File: config.mk
export PLATFORM = sky130hd
export DESIGN_NAME = ring_diagnosis_table
export DESIGN_NICKNAME = d
export VERILOG_FILES = /design/src/rdt_pkg.sv /design/src/rdt_view_store.sv /design/src/ring_diagnosis_table.sv
export SDC_FILE = /design/constraint.sdc
export NUM_CORES = 1
export LEC_CHECK = 0
export ABC_AREA = 1
export BUFFER_PORTS_ARGS = -buffer_cell sky130_fd_sc_hd__buf_4
export CAP_MARGIN = 40
export CORE_MARGIN = 3
export CORE_UTILIZATION = 62
export CTS_CLUSTER_SIZE = 12
export DETAILED_ROUTE_END_ITERATION = 10
export PLACE_DENSITY = 0.8
export SLEW_MARGIN = 10
export SYNTH_ARGS = -nofsm -noshare
export SYNTH_HDL_FRONTEND = slang
export SYNTH_HIERARCHICAL = 1
export SYNTH_SLANG_ARGS = --single-unit
export TNS_END_PERCENT = 100
File: constraint.sdc
create_clock -name clock -period 3 [get_ports clock]
set_input_delay 0.6 -clock clock [delete_from_list [all_inputs] [get_ports clock]]
set_output_delay 0.6 -clock clock [all_outputs]
set_load 0.01 [all_outputs]
File: src/rdt_pkg.sv
// ----------------------------------------------------------------------------
// Ring diagnosis table package
// Shared widths, codes, state encoding and the reset contents of a view row.
// ----------------------------------------------------------------------------
package rdt_pkg;

   localparam int MAX_NODES = 8;
   localparam int MIN_NODES = 5;
   localparam int NODE_W    = $clog2(MAX_NODES);
   localparam int COUNT_W   = 4;
   localparam int ENTRY_W   = 2;
   localparam int ROW_W     = ENTRY_W * MAX_NODES;
   localparam int SUSPECT_W = 3;

   typedef logic [NODE_W-1:0]    node_type;
   typedef logic [COUNT_W-1:0]   count_type;
   typedef logic [ROW_W-1:0]     row_type;
   typedef logic [SUSPECT_W-1:0] suspect_type;

   // View entry encoding.
   localparam logic [ENTRY_W-1:0] VIEW_CORRECT = 2'd0;
   localparam logic [ENTRY_W-1:0] VIEW_FAULTY  = 2'd1;
   localparam logic [ENTRY_W-1:0] VIEW_UNKNOWN = 2'd2;

   typedef enum logic [1:0] {
      OP_TEST    = 2'd0,
      OP_FAIL    = 2'd1,
      OP_RECOVER = 2'd2,
      OP_NONE    = 2'd3
   } op_type;

   typedef enum logic [2:0] {
      CODE_FOUND   = 3'd0,
      CODE_ALONE   = 3'd1,
      CODE_FAULTY  = 3'd2,
      CODE_UPDATED = 3'd3,
      CODE_RANGE   = 3'd4
   } code_type;

   typedef enum logic [2:0] {
      ST_IDLE,
      ST_READ,
      ST_LOAD,
      ST_WALK,
      ST_COPY,
      ST_WRITE,
      ST_RESP
   } state_type;

   // Request from the sequencer to the view store.
   typedef struct packed {
      logic     wr_en;
      node_type wr_addr;
      row_type  wr_row;
      logic     rd_en;
      node_type rd_addr;
   } store_req_type;

   // A row that was never written: own entry correct, all others unknown.
   function automatic row_type reset_row(input node_type who);
      row_type row;
      row = '0;
      for (int i = 0; i < MAX_NODES; i++) begin
         row[i*ENTRY_W +: ENTRY_W] = (NODE_W'(i) == who) ? VIEW_CORRECT : VIEW_UNKNOWN;
      end
      return row;
   endfunction

endpackage

File: src/rdt_view_store.sv
// ----------------------------------------------------------------------------
// Ring diagnosis view store
// One row per node, one write and one registered read a cycle. A row that
// was never written reads as its reset contents.
// ----------------------------------------------------------------------------
module rdt_view_store
   import rdt_pkg::*;
(
   input  logic          clock,
   input  logic          reset,
   input  store_req_type store_req,
   output row_type       rd_row
);

   row_type                view_mem [MAX_NODES];
   logic [MAX_NODES-1:0]   row_valid_ff;
   row_type                rd_data_ff;
   logic                   rd_valid_ff;
   node_type               rd_addr_ff;

   // Row memory with its registered read word.
   always_ff @(posedge clock) begin
      if (store_req.wr_en) begin
         view_mem[store_req.wr_addr] <= store_req.wr_row;
      end
      if (store_req.rd_en) begin
         rd_data_ff  <= view_mem[store_req.rd_addr];
         rd_valid_ff <= row_valid_ff[store_req.rd_addr];
         rd_addr_ff  <= store_req.rd_addr;
      end
   end

   // A row becomes valid on its first write.
   always_ff @(posedge clock) begin
      if (reset) begin
         row_valid_ff <= '0;
      end else if (store_req.wr_en) begin
         row_valid_ff[store_req.wr_addr] <= 1'b1;
      end
   end

   // Rows never written show their reset contents.
   assign rd_row = rd_valid_ff ? rd_data_ff : reset_row(rd_addr_ff);

endmodule

File: src/ring_diagnosis_table.sv
// ----------------------------------------------------------------------------
// Ring diagnosis table
// Keeps a fault flag and a view row per node. A test walks the ring from the
// tester's successor with one shared ring-step unit, one node per cycle.
// ----------------------------------------------------------------------------
// A node out of range is answered in the cycle after accept; fail, recover
// or a faulty tester pass through read and load, and a test through read,
// load, ring walk, any row copy and row write. Walk and copy share one
// pointer and one modulo-n stepper, one entry per cycle, with n the node
// count in use. Busy stays high through the strobe cycle.
// Operation 3 leaves the block idle and gives no response. The response
// cannot be stalled. Synchronous reset: every node correct, node count 8.
module ring_diagnosis_table
   import rdt_pkg::*;
(
   input  logic              clock,
   input  logic              reset,
   // Request channel
   input  logic              start,
   output logic              busy,
   input  logic [1:0]        req_operation,
   input  logic [2:0]        req_node,
   // Response channel
   output logic              rsp_strobe,
   output logic [2:0]        rsp_result_code,
   output logic [2:0]        rsp_correct_node,
   output logic [2:0]        rsp_suspects_marked,
   output logic [15:0]       rsp_view_row,
   // Configuration channel
   input  logic              csr_valid,
   output logic              csr_ready,
   input  logic [3:0]        csr_node_count
);

   state_type            state_ff, state_in;
   op_type               op_ff, op_in;
   node_type             who_ff, who_in;
   node_type             ptr_ff, ptr_in;
   suspect_type          count_ff, count_in;
   row_type              row_ff, row_in;
   code_type             code_ff, code_in;
   node_type             correct_ff, correct_in;
   logic [MAX_NODES-1:0] faulty_ff, faulty_in;
   count_type            node_count_ff;

   count_type            active_count;
   node_type             step_src;
   node_type             step_next;
   logic                 accept;
   op_type               req_op;
   store_req_type        store_req;
   row_type              rd_row;

   assign accept = start && !busy;
   assign req_op = op_type'(req_operation);

   // Node count in use, held to the supported range.
   always_comb begin
      if (node_count_ff < COUNT_W'(MIN_NODES)) begin
         active_count = COUNT_W'(MIN_NODES);
      end else if (node_count_ff > COUNT_W'(MAX_NODES)) begin
         active_count = COUNT_W'(MAX_NODES);
      end else begin
         active_count = node_count_ff;
      end
   end

   // Shared ring stepper: the successor of a node modulo the node count.
   assign step_src  = (state_ff == ST_LOAD) ? who_ff : ptr_ff;
   assign step_next = ((COUNT_W'(step_src) + COUNT_W'(1)) == active_count) ?
                      '0 : step_src + NODE_W'(1);

   // Next state.
   always_comb begin
      state_in = state_ff;
      unique case (state_ff)
         ST_IDLE: begin
            if (accept && req_op != OP_NONE) begin
               if (COUNT_W'(req_node) >= active_count) begin
                  state_in = ST_RESP;
               end else begin
                  state_in = ST_READ;
               end
            end
         end
         ST_READ: begin
            state_in = ST_LOAD;
         end
         ST_LOAD: begin
            if (op_ff != OP_TEST || faulty_ff[who_ff]) begin
               state_in = ST_RESP;
            end else begin
               state_in = ST_WALK;
            end
         end
         ST_WALK: begin
            if (ptr_ff == who_ff) begin
               state_in = ST_WRITE;
            end else if (!faulty_ff[ptr_ff]) begin
               state_in = ST_COPY;
            end
         end
         ST_COPY: begin
            if (ptr_ff == who_ff) begin
               state_in = ST_WRITE;
            end
         end
         ST_WRITE: begin
            state_in = ST_RESP;
         end
         ST_RESP: begin
            state_in = ST_IDLE;
         end
         default: begin
            state_in = ST_IDLE;
         end
      endcase
   end

   // Datapath next values and store requests.
   always_comb begin
      op_in      = op_ff;
      who_in     = who_ff;
      ptr_in     = ptr_ff;
      count_in   = count_ff;
      row_in     = row_ff;
      code_in    = code_ff;
      correct_in = correct_ff;
      faulty_in  = faulty_ff;
      store_req  = '0;
      unique case (state_ff)
         ST_IDLE: begin
            if (accept) begin
               op_in      = req_op;
               who_in     = req_node;
               code_in    = CODE_RANGE;
               correct_in = '0;
               count_in   = '0;
               row_in     = '0;
            end
         end
         ST_READ: begin
            store_req.rd_en   = 1'b1;
            store_req.rd_addr = who_ff;
         end
         ST_LOAD: begin
            row_in     = rd_row;
            correct_in = who_ff;
            count_in   = '0;
            ptr_in     = step_next;
            if (op_ff == OP_FAIL || op_ff == OP_RECOVER) begin
               faulty_in[who_ff] = (op_ff == OP_FAIL);
               code_in           = CODE_UPDATED;
            end else if (faulty_ff[who_ff]) begin
               code_in = CODE_FAULTY;
            end
         end
         ST_WALK: begin
            if (ptr_ff == who_ff) begin
               code_in    = CODE_ALONE;
               correct_in = who_ff;
            end else if (faulty_ff[ptr_ff]) begin
               // Suspect: mark it and move on.
               row_in[{ptr_ff, 1'b0} +: ENTRY_W] = VIEW_FAULTY;
               count_in = count_ff + SUSPECT_W'(1);
               ptr_in   = step_next;
            end else begin
               // First correct node: fetch its row for the copy.
               row_in[{ptr_ff, 1'b0} +: ENTRY_W] = VIEW_CORRECT;
               code_in           = CODE_FOUND;
               correct_in        = ptr_ff;
               ptr_in            = step_next;
               store_req.rd_en   = 1'b1;
               store_req.rd_addr = ptr_ff;
            end
         end
         ST_COPY: begin
            if (ptr_ff != who_ff) begin
               row_in[{ptr_ff, 1'b0} +: ENTRY_W] = rd_row[{ptr_ff, 1'b0} +: ENTRY_W];
               ptr_in = step_next;
            end
         end
         ST_WRITE: begin
            store_req.wr_en   = 1'b1;
            store_req.wr_addr = who_ff;
            store_req.wr_row  = row_ff;
         end
         ST_RESP: begin
         end
         default: begin
         end
      endcase
   end

   // Control registers.
   always_ff @(posedge clock) begin
      if (reset) begin
         state_ff      <= ST_IDLE;
         faulty_ff     <= '0;
         node_count_ff <= COUNT_W'(MAX_NODES);
      end else begin
         state_ff  <= state_in;
         faulty_ff <= faulty_in;
         if (csr_valid && csr_ready) begin
            node_count_ff <= csr_node_count;
         end
      end
   end

   // Payload registers.
   always_ff @(posedge clock) begin
      op_ff      <= op_in;
      who_ff     <= who_in;
      ptr_ff     <= ptr_in;
      count_ff   <= count_in;
      row_ff     <= row_in;
      code_ff    <= code_in;
      correct_ff <= correct_in;
   end

   rdt_view_store u_view_store (
      .clock     (clock),
      .reset     (reset),
      .store_req (store_req),
      .rd_row    (rd_row)
   );

   // Port outputs.
   assign busy                = (state_ff != ST_IDLE);
   assign csr_ready           = !busy;
   assign rsp_strobe          = (state_ff == ST_RESP);
   assign rsp_result_code     = code_ff;
   assign rsp_correct_node    = correct_ff;
   assign rsp_suspects_marked = count_ff;
   assign rsp_view_row        = row_ff;

   // A response word always returns the block to idle.
   assert property (@(posedge clock) disable iff (reset) rsp_strobe |=> !busy)
      else $error("block still busy after a response word");

   // The ring pointer stays inside the ring in use.
   assert property (@(posedge clock) disable iff (reset)
      (state_ff == ST_WALK || state_ff == ST_COPY) |-> (COUNT_W'(ptr_ff) < active_count))
      else $error("ring pointer outside the active ring");

   // A found node is never the tester itself.
   assert property (@(posedge clock) disable iff (reset)
      (rsp_strobe && code_ff == CODE_FOUND) |-> (correct_ff != who_ff))
      else $error("found node equals the tester");

   // Only a test marks suspects.
   assert property (@(posedge clock) disable iff (reset)
      (rsp_strobe && code_ff != CODE_FOUND && code_ff != CODE_ALONE) |-> (count_ff == '0))
      else $error("suspects reported for an item that is not a test");

endmodule

==> impl_metrics.csv, run 1 <==
group,metric,value,unit
sta,min_period,2.74,ns
grt,grt_overflow,0,
drt,routedWlPerCell,17.4,um
run_status,status,"complete, no violations",
clocking,clk_path_buf_depth,3,
drt,post_drt_via_cell_ratio,5.63,
grt,top_usage_layer,"met2",
cells_and_area,fill_cells,1180,
power_and_ir_drop,leakage,5.24,nW
cells_and_area,final_util,72.4,%
sta,hold_ws,0.283,ns
yosys,yosys_register_bits,204,
clocking,clk_latency,0.51,ns
yosys,synthFlopType,"edfxtp_1",
yosys,yosysUniqueCellTypes,37,
cells_and_area,antenna_cells,0,
sta,rsz0062_at_grt,"no",
yosys,synth_top_family_by_area,"simple AND/OR/NAND/NOR gates",
yosys,syn_inst,1142,
critical_path,critPathCaptureType,"flip-flop",
sta,tns,0,ns
yosys,synth_area,10100,sq um
clocking,cts_tree,"yes",
clocking,cts-root-buf,"clkbuf_16",
grt,grt_usage,27.2,%
floorplanning,core,15500,sq um
yosys,synth_xor_area_share,0.522,%
floorplanning,die_height,133,um
yosys,synth-compound-area-share,5.05,%
floorplanning,io_pins,41,
cells_and_area,layout_commonest_cell,"nand2_1",
placement,placedCellCount,1372,
clocking,cts_buffers,23,
power_and_ir_drop,ir_drop,0.661,mV
grt,grt_pass1_vias,7308,
drt,drc,0,
cells_and_area,fin_nets,1211,
yosys,synthArstFlopShare,0,%
drt,drt_iter0_markers,940,
grt,antenna_found_initial,0,
yosys,synthMuxAreaShare,0,%
critical_path,cp_max_fo,28,
drt,vias,7928,
floorplanning,chipWidth,133,um
floorplanning,num_rows,45,
drt,postRouteAntennaNets,0,
yosys,synth_edf_count,181,
drt,first_pass_iters,7,
min_path,hold_class,"in2reg",
yosys,yosys.area_share.simple,22.8,%
sta,drv_slew,0,
critical_path,worstSetupStartpointType,"flip-flop",
sta,slew_headroom,52.7,%
floorplanning,start_util,64.8,%
grt,grt.met1_usage,38.1,%
yosys,synth_top_cell_by_area,"edfxtp_1",
grt,grtUsageMet3,4.65,%
yosys,synth_top_area_share,54.0,%
grt,grt_first_pass_wirelength,38100,um
yosys,synthTopCellsByArea,"edfxtp_1, nand2_1, inv_1",
yosys,ys.warnings.count,6,
yosys,syn_nets,1167,
critical_path,cp.required,3.25,ns
clocking,cts_max_level,1,
clocking,holdBufCountCts,0,
power_and_ir_drop,power_density,871,nW/um^2
yosys,syn_area_per_cell,8.81,sq um
clocking,clk_pin_slew,0.06,ns
sta,setup_viol_count_final,0,
placement,post-dp-hpwl,15700,um
job,cap_violations,0,
clocking,cts_num_sinks,204,
sta,worstMarginPinSlew,0.708,ns
grt,grt_max_degree,70,
floorplanning,dieArea,17800,sq um
sta,skew,0.0182,ns
critical_path,crit_type,"reg2reg",
placement,port_buffers,40,
yosys,synth-seq-area-share,58.6,%
grt,use_met2,43.8,%
placement,place.gp.congestion,1.01,
sta,finalHoldViolations,0,
cells_and_area,areaGrowthSynthToFinish,11.8,%
sta,min_period_over_period,91.3,%
cells_and_area,layoutNonFillerInstCount,1409,
drt,wl,24600,um
sta,max_freq,365,MHz
cells_and_area,drive_gt1_share,10.1,%
yosys,synth-adder-area-share,1.49,%
cells_and_area,final_cell_mix,"nand2_1, inv_1, edfxtp_1",
clocking,postCtsSetupRepairBufs,0,
critical_path,arrival,2.99,ns
state kept, by name (all words and copies together) (netlist names), 3 cells and up:
signal                     count
u_view_store/rd_addr_ff        3
rsp_correct_node               3
rsp_suspects_marked            3
ptr_ff                         3
rsp_result_code                3
who_ff                         3
faulty_ff                      8
state_ff                       3
u_view_store/view_mem        128
u_view_store/row_valid_ff      8
node_count_ff                  4
u_view_store/rd_data_ff       16
rsp_view_row                  16
metal layers:
layer | wire, um | vias up
met1 | 9870 | 3683
met2 | 11600 | 447
met5 | 0 | -
li1 | - | 3726
met4 | 758 | 0
met3 | 2320 | 72
synth_stat cells (all sizes together) (3+ instances only):
library cell / n
dfxtp: 23
clkbuf: 10
ha: 12
o21bai: 3
inv: 240
nand2: 342
nand3: 109
nor3: 5
o22ai: 10
a21oi: 39
buf: 34
edfxtp: 181
o211ai: 4
xnor2: 5
nand4: 23
nor2: 64
o21ai: 28
power breakdown:
part / switching, mW / internal (mW)
combinational: 2.26 / 1.07
sequential: 0.299 / 3.62
clock: 1.06 / 1.48
worst max-delay path, stage by stage, from the launching register on:
cell      delay [ns]
edfxtp_1        0.59
inv_2           0.24
nand3_1         0.11
nand3_1         0.12
nand2_1         0.06
nand3_1         0.19
o22ai_4         0.13
inv_2           0.31
buf_6           0.29
nand2_1         0.11
nand3_1         0.08
nand2_1         0.08
nand2_1         0.08
nand2_1         0.08
cell families (layout without fill, tap and decap cells):
logic type	Yosys count	count (layout)
compound gates	90	90
xor+xnor	6	6
fa+ha+maj	12	12
buf+inv	285	341
flops	204	204
simple gates	545	545
path summary, 6_finish.rpt:
kind         depth (start not counted)                    endpoint  slack [ns]              from
min                                  1                   who_ff[2]        0.28       req_node[2]
max reg2reg                         13  u_view_store/rd_data_ff[5]        0.26         ptr_ff[1]
min reg2reg                          2            node_count_ff[0]        0.45  node_count_ff[0]
max                                 13  u_view_store/rd_data_ff[5]        0.26         ptr_ff[1]
timing repair:
item / in CTS / in global routing
endpoints found under the setup margin: 0 / 1
resized for setup: 0 / 1
hold endpoints to repair: 0 / 0
per-stage QoR:
stage                     setup slack (ns)  area, sq um  power (mW)
after CTS                            0.229        11200        9.76
final                                0.261        11200        9.80
after global routing                0.0832        11200        10.3
after floorplan                      0.380        10100        6.13
after detailed placement             0.295        10600        7.19
after global placement               0.452        10600        7.10
final cells by class:
class | count | area, sq um | share of cell area, %
clock buffer | 27 | 591 | 5.25
clock inverter | 10 | 82.6 | 0.734
multi-input combinational | 653 | 3020 | 26.9
inverter | 241 | 905 | 8.04
tap | 211 | 264 | 2.35
timing repair buffer | 63 | 489 | 4.35
sequential | 204 | 5900 | 52.4
No activity file was read; power rests on OpenSTA's default activity.
==> run 2, diff against run 1 <==
- PLACE_DENSITY: 0.8 -> 0.87
==> run 2 against run 1 <==
  * Sequential power about the same
  * Maximum frequency increased by 0.28%
  * Sequential cell count unchanged
  * Clock skew decreased by 0.00061 ns
  * Cell count decreased by 0.21%
  * Power decreased by 0.97%
  * Utilization about the same
  * Register-to-register slack about the same
  * Largest cell class unchanged
==> impl_metrics.csv, run 2 (same netlist as run 1, synthesis figures left out) <==
group,metric,value,unit
grt,grt_usage,27.5,%
critical_path,crit_buf_inv,2,
clocking,clk_pin_slew,0.06,ns
drt,first_pass_iters,6,
sta,setup_viol_count_final,0,
placement,port_buffers,40,
critical_path,arrival,3.01,ns
sta,hold_ws,0.277,ns
clocking,cts_resized,0,
floorplanning,core,15500,sq um
clocking,clk_latency,0.52,ns
clocking,cts-root-buf,"clkbuf_16",
job,cap_violations,0,
clocking,postCtsSetupRepairBufs,0,
critical_path,slowest_stage,"edfxtp_1",
drt,wl,24400,um
floorplanning,io_pins,41,
critical_path,cp.required,3.28,ns
sta,finalHoldViolations,0,
clocking,clk_path_buf_depth,3,
cells_and_area,layout_commonest_cell,"nand2_1",
clocking,cts_max_level,1,
sta,fin_ws,0.268,ns
power_and_ir_drop,sw_frac_of_total,36.9,%
power_and_ir_drop,leakage,5.24,nW
sta,skew,0.0176,ns
cells_and_area,drive_gt1_share,9.71,%
floorplanning,num_rows,45,
sta,tns,0,ns
grt,grt_max_degree,54,
cells_and_area,fin_nets,1210,
sta,rsz0062_at_grt,"no",
floorplanning,die_height,133,um
power_and_ir_drop,power_density,862,nW/um^2
power_and_ir_drop,finalPower,9.70,mW
sta,min_period_over_period,91.1,%
critical_path,cpLargestDelayFamily,"simple AND/OR/NAND/NOR gates",
clocking,cts_num_sinks,204,
drt,postRouteAntennaNets,0,
placement,preCtsSetupSlack,0.276,ns
critical_path,critPathCaptureType,"flip-flop",
critical_path,cpPeakStageDelay,0.63,ns
critical_path,crit_type,"reg2reg",
floorplanning,start_util,64.8,%
run_status,status,"complete, no violations",
grt,antenna_found_initial,0,
sta,slew_headroom,51.0,%
clocking,cts_tree,"yes",
drt,drc,0,
sta,max_freq,366,MHz
critical_path,worstSetupStartpointType,"flip-flop",
drt,routedWlPerCell,17.3,um
sta,min_period,2.73,ns
critical_path,crit_chain,"inv_2 -> nand3_1 -> nand3_1 -> nand2_1 -> nand3_1 -> o22ai_4 -> buf_6 -> nand2_1 -> nand3_1 -> nand2_1 -> nand2_1 -> nand2_1",
drt,vias,7849,
cells_and_area,regMostFlops,"u_view_store/view_mem",
cells_and_area,antenna_cells,0,
power_and_ir_drop,comb_power_share,34.0,%
placement,post-dp-hpwl,15600,um
drt,post_drt_via_cell_ratio,5.58,
cells_and_area,areaGrowthSynthToFinish,11.8,%
power_and_ir_drop,internal-power,6.12,mW
sta,worstMarginPinSlew,0.733,ns
power_and_ir_drop,power.switching,3.58,mW
power_and_ir_drop,p_seq_share,40.4,%
cells_and_area,final_cell_mix,"nand2_1, inv_1, edfxtp_1",
placement,place.gp.congestion,0.980,
grt,grt_pass1_vias,7388,
min_path,hold_class,"in2reg",
clocking,cts_buffers,22,
grt,grt_first_pass_wirelength,38600,um
critical_path,worst_path_most_repeated_cell,"nand2_1",
critical_path,cp_max_fo,53,
sta,drv_slew,0,
floorplanning,chipWidth,133,um
cells_and_area,largest_register_ffs,128,
floorplanning,dieArea,17800,sq um
clocking,holdBufCountCts,0,
power_and_ir_drop,power_frac_clock,25.6,%
grt,grt_overflow,0,
power_and_ir_drop,ir_drop,0.548,mV
drt,drt_iter0_markers,1082,
[run 2: cell count changes in the layout (fill, tap and decap cells not counted), sizes merged]
cell / before / now
clkbuf: 27 / 25
clkinv: 7 / 9
inv: 242 / 240
clkinvlp: 1 / 0
[run 2: worst reg2reg max path, delay by kind of cell (launching register included)]
family,cells,cell delay [ns]
and+or+nand+nor,9,1.07
AOI/OAI and AO/OA,1,0.21
buffers and inverters,2,0.60
DFF,1,0.63
[run 2: path summary, 6_finish.rpt]
path	slack, ns	endpoint	cells past startpoint	from
setup reg to reg	0.27	u_view_store/rd_data_ff[4]	12	ptr_ff[1]
hold reg to reg	0.45	node_count_ff[0]	2	node_count_ff[0]
hold / removal	0.28	who_ff[0]	1	req_node[0]
setup / recovery	0.27	u_view_store/rd_data_ff[4]	12	ptr_ff[1]
[run 2: metrics by stage]
| step | instance area (sq um) | utilization (%) | cells |
|---|---|---|---|
| global placement | 10600 | 68.2 | 1372 |
| detailed placement | 10600 | 68.2 | 1372 |
| floorplan | 10100 | - | 1142 |
| finish | 11300 | 72.4 | 1406 |
| global route | 11300 | 72.4 | 1406 |
| CTS | 11200 | 72.4 | 1406 |
[run 2: cell type report]
| cell class | instances | area [sq um] |
|---|---|---|
| inverter | 241 | 905 |
| timing repair buffer | 63 | 514 |
| tap | 211 | 264 |
| multi-input combinational | 653 | 3020 |
| sequential | 204 | 5900 |
| clock buffer | 25 | 562 |
| clock inverter | 9 | 90.1 |
| fill | 1090 | 4290 |
[run 2: per-layer routing]
layer  share of wire, %  track usage, %
met1                 39            36.1
met2                 48            46.3
met3                 10            4.87
met4                3.5            9.83
met5                  0               0
[run 2: power groups by stage]
stage / logic (mW) / registers [mW] / clock network, mW
after floorplan: 2.23 / 3.91 / 0
after global placement: 3.14 / 3.95 / 0
after detailed placement: 3.18 / 3.97 / 0
after CTS: 3.24 / 3.91 / 2.51
after global routing: 3.65 / 3.95 / 2.63
final: 3.30 / 3.92 / 2.48
==> run 3, diff against run 2 <==
- ABC_AREA: 1 -> default
- CORE_UTILIZATION: 62 -> 61
- PLACE_DENSITY: 0.87 -> 0.86
==> run 3 against run 2 <==
  * Critical endpoint is now u_view_store/rd_data_ff[15]
  * Sequential cell count unchanged
  * Maximum frequency down 4.9%
  * Largest power group unchanged
  * Non-clock buffer count is 5 higher
  * Clock-buffer cell count grew 5
  * Sequential share of layout area is 3.6 points higher
==> impl_metrics.csv, run 3 <==
group,metric,value,unit
run_status,status,"complete, no violations",
critical_path,critPathCaptureType,"flip-flop",
clocking,clk_path_buf_depth,3,
yosys,yosysMostFrequentCell,"edfxtp_1",
drt,postRouteAntennaNets,0,
grt,grt_overflow,0,
cells_and_area,fill_cells,866,
sta,setup_viol_count_final,0,
grt,grt_pass1_vias,5801,
power_and_ir_drop,p_seq_share,42.7,%
sta,rsz0062_at_grt,"no",
sta,finalHoldViolations,0,
drt,routed-wl-met2,10800,um
power_and_ir_drop,power_density,873,nW/um^2
placement,place.gp.congestion,0.969,
drt,routed.top_layer,"met5",
sta,drv_slew,0,
placement,port_buffers,40,
yosys,syn_area_per_cell,14.7,sq um
yosys,syn_nets,656,
clocking,cts_max_level,1,
cells_and_area,regMostFlops,"u_view_store/view_mem",
floorplanning,core,14700,sq um
grt,antenna_found_initial,1,
clocking,clk_pin_slew,0.06,ns
floorplanning,start_util,62.9,%
floorplanning,chipWidth,129,um
power_and_ir_drop,power.switching,3.05,mW
drt,wl_met1,8280,um
floorplanning,dieArea,16700,sq um
cells_and_area,largest_register_ffs,128,
sta,tns,0,ns
yosys,syn_inst,631,
job,cap_violations,0,
placement,placed_cell_area,9890,sq um
critical_path,cp_max_fo,18,
yosys,synth_common_cells,"edfxtp_1, nand2_1, inv_1",
cells_and_area,antenna_cells,0,
grt,grt_max_degree,36,
sta,min_period,2.87,ns
critical_path,cp.required,3.25,ns
power_and_ir_drop,comb_power_share,31.6,%
drt,met3_length,1930,um
drt,vias,5896,
yosys,synth-seq-area-share,63.7,%
cells_and_area,drive_gt1_share,18.9,%
placement,placedCellCount,847,
yosys,synthArstFlopShare,0,%
cells_and_area,areaGrowthSynthToFinish,13.9,%
cells_and_area,final_util,71.6,%
cells_and_area,final_cell_mix,"edfxtp_1, buf_4, nand2_1",
clocking,cts_buffers,21,
cells_and_area,layoutNonFillerInstCount,881,
yosys,yosys_register_bits,204,
sta,max_freq,348,MHz
min_path,hold_class,"in2reg",
yosys,synthTopCellsByArea,"edfxtp_1, mux4_1, dfxtp_1",
drt,first_pass_iters,6,
clocking,cts-root-buf,"clkbuf_16",
grt,grt_usage,26.1,%
drt,post_drt_via_cell_ratio,6.69,
yosys,synth_top_cell_by_area,"edfxtp_1",
power_and_ir_drop,internal-power,6.15,mW
clocking,holdBufCountCts,0,
yosys,ys.warnings.count,6,
power_and_ir_drop,ir_drop,0.607,mV
yosys,synth_top_area_share,58.8,%
yosys,synthFlopType,"edfxtp_1",
floorplanning,num_rows,44,
yosys,synth_area,9250,sq um
drt,drc,0,
sta,worstMarginPinSlew,0.661,ns
drt,routedWlPerCell,24.8,um
cells_and_area,multi_input_area,3120,sq um
floorplanning,die_height,129,um
sta,slew_headroom,55.9,%
clocking,clk_latency,0.51,ns
placement,post-dp-hpwl,13600,um
sta,min_period_over_period,95.7,%
power_and_ir_drop,power_frac_clock,25.7,%
drt,drt_iter0_markers,776,
floorplanning,io_pins,41,
yosys,synth_edf_count,181,
cells_and_area,design_area,10500,sq um
sta,skew,0.0125,ns
cells_and_area,fin_nets,713,
cells_and_area,layout_commonest_cell,"edfxtp_1",
critical_path,crit_type,"reg2reg",
grt,grt_first_pass_wirelength,32900,um
critical_path,worstSetupStartpointType,"flip-flop",
clocking,cts_tree,"yes",
power_and_ir_drop,leakage,3.40,nW
clocking,cts_num_sinks,204,
drt,wl,21900,um
power_and_ir_drop,sw_frac_of_total,33.2,%
cells_and_area,regArea,5900,sq um
yosys,yosysUniqueCellTypes,56,
critical_path,arrival,3.13,ns
-- run 3: cell types whose count changed after synthesis, sizes merged, moves of 23 or more --
cell,previous run,this run
nand2,342,38
inv,240,31
nand3,109,16
mux4,0,36
nor2,64,30
and2,1,30
nand4,23,0
-- run 3: power by group through the flow --
| stage | clock (mW) | combinational [mW] | sequential, mW |
|---|---|---|---|
| 6_report | 2.36 | 2.91 | 3.93 |
| 5_1_grt | 2.50 | 3.13 | 3.96 |
| 4_1_cts | 2.39 | 2.81 | 3.92 |
| 3_5_place_dp | 0 | 2.78 | 3.97 |
| 3_3_place_gp | 0 | 2.66 | 3.95 |
| 2_1_floorplan | 0 | 1.81 | 3.86 |
-- run 3: area by class of cell --
type	count	area share, %
Timing Repair Buffer	68	5.37
Sequential cell	204	56.0
Inverter	32	1.15
Clock inverter	2	0.119
Tap cell	184	2.19
Multi-Input combinational cell	361	29.6
Clock buffer	30	5.60
-- run 3: final timing paths --
path | slack (ns) | to | start | cells after the start
worst min-delay path | 0.28 | op_ff[0] | req_operation[0] | 1
worst min register to register | 0.46 | u_view_store/row_valid_ff[3] | u_view_store/row_valid_ff[3] | 2
worst max-delay path | 0.13 | u_view_store/rd_data_ff[15] | ptr_ff[2] | 8
worst max register to register | 0.13 | u_view_store/rd_data_ff[15] | ptr_ff[2] | 8
-- run 3: layer usage --
metal | vias to the layer above | global-route usage, %
li1 | 2568 | -
met1 | 2923 | 35.0
met2 | 337 | 42.3
met3 | 66 | 5.03
met4 | 2 | 11.1
met5 | - | 0
-- run 3: logic make-up after synthesis --
| kind of cell | after synthesis | synth area share, % |
|---|---|---|
| simple gates | 169 | 9.78 |
| flops | 204 | 63.7 |
| fa+ha+maj | 12 | 1.62 |
| xor+xnor | 7 | 0.663 |
| mux | 71 | 13.8 |
| buf+inv | 66 | 3.21 |
| compound gates | 102 | 7.24 |
-- run 3: critical path, stage by stage, from the launching register on --
cell      delay [ns]
edfxtp_1        0.57
nor2b_1         0.24
a22oi_1         0.14
nand2_1         0.11
nand2_2         0.13
o32ai_4         0.23
buf_12          0.24
mux4_1          0.63
mux2_2          0.31
-- run 3: per-stage QoR --
step | setup WS, ns | power (mW) | hold slack [ns]
after detailed placement | 0.0833 | 6.75 | 0.445
after CTS | 0.0197 | 9.12 | 0.263
after global placement | 0.239 | 6.61 | 0.429
final | 0.129 | 9.20 | 0.280
after floorplan | 0.143 | 5.66 | 0.421
after global routing | 0.0511 | 9.59 | 0.271
-- run 3: timing repair --
action | in CTS | in global routing
setup buffers | 0 | 1
gates resized for setup | 0 | 2
setup endpoints to repair | 0 | 17
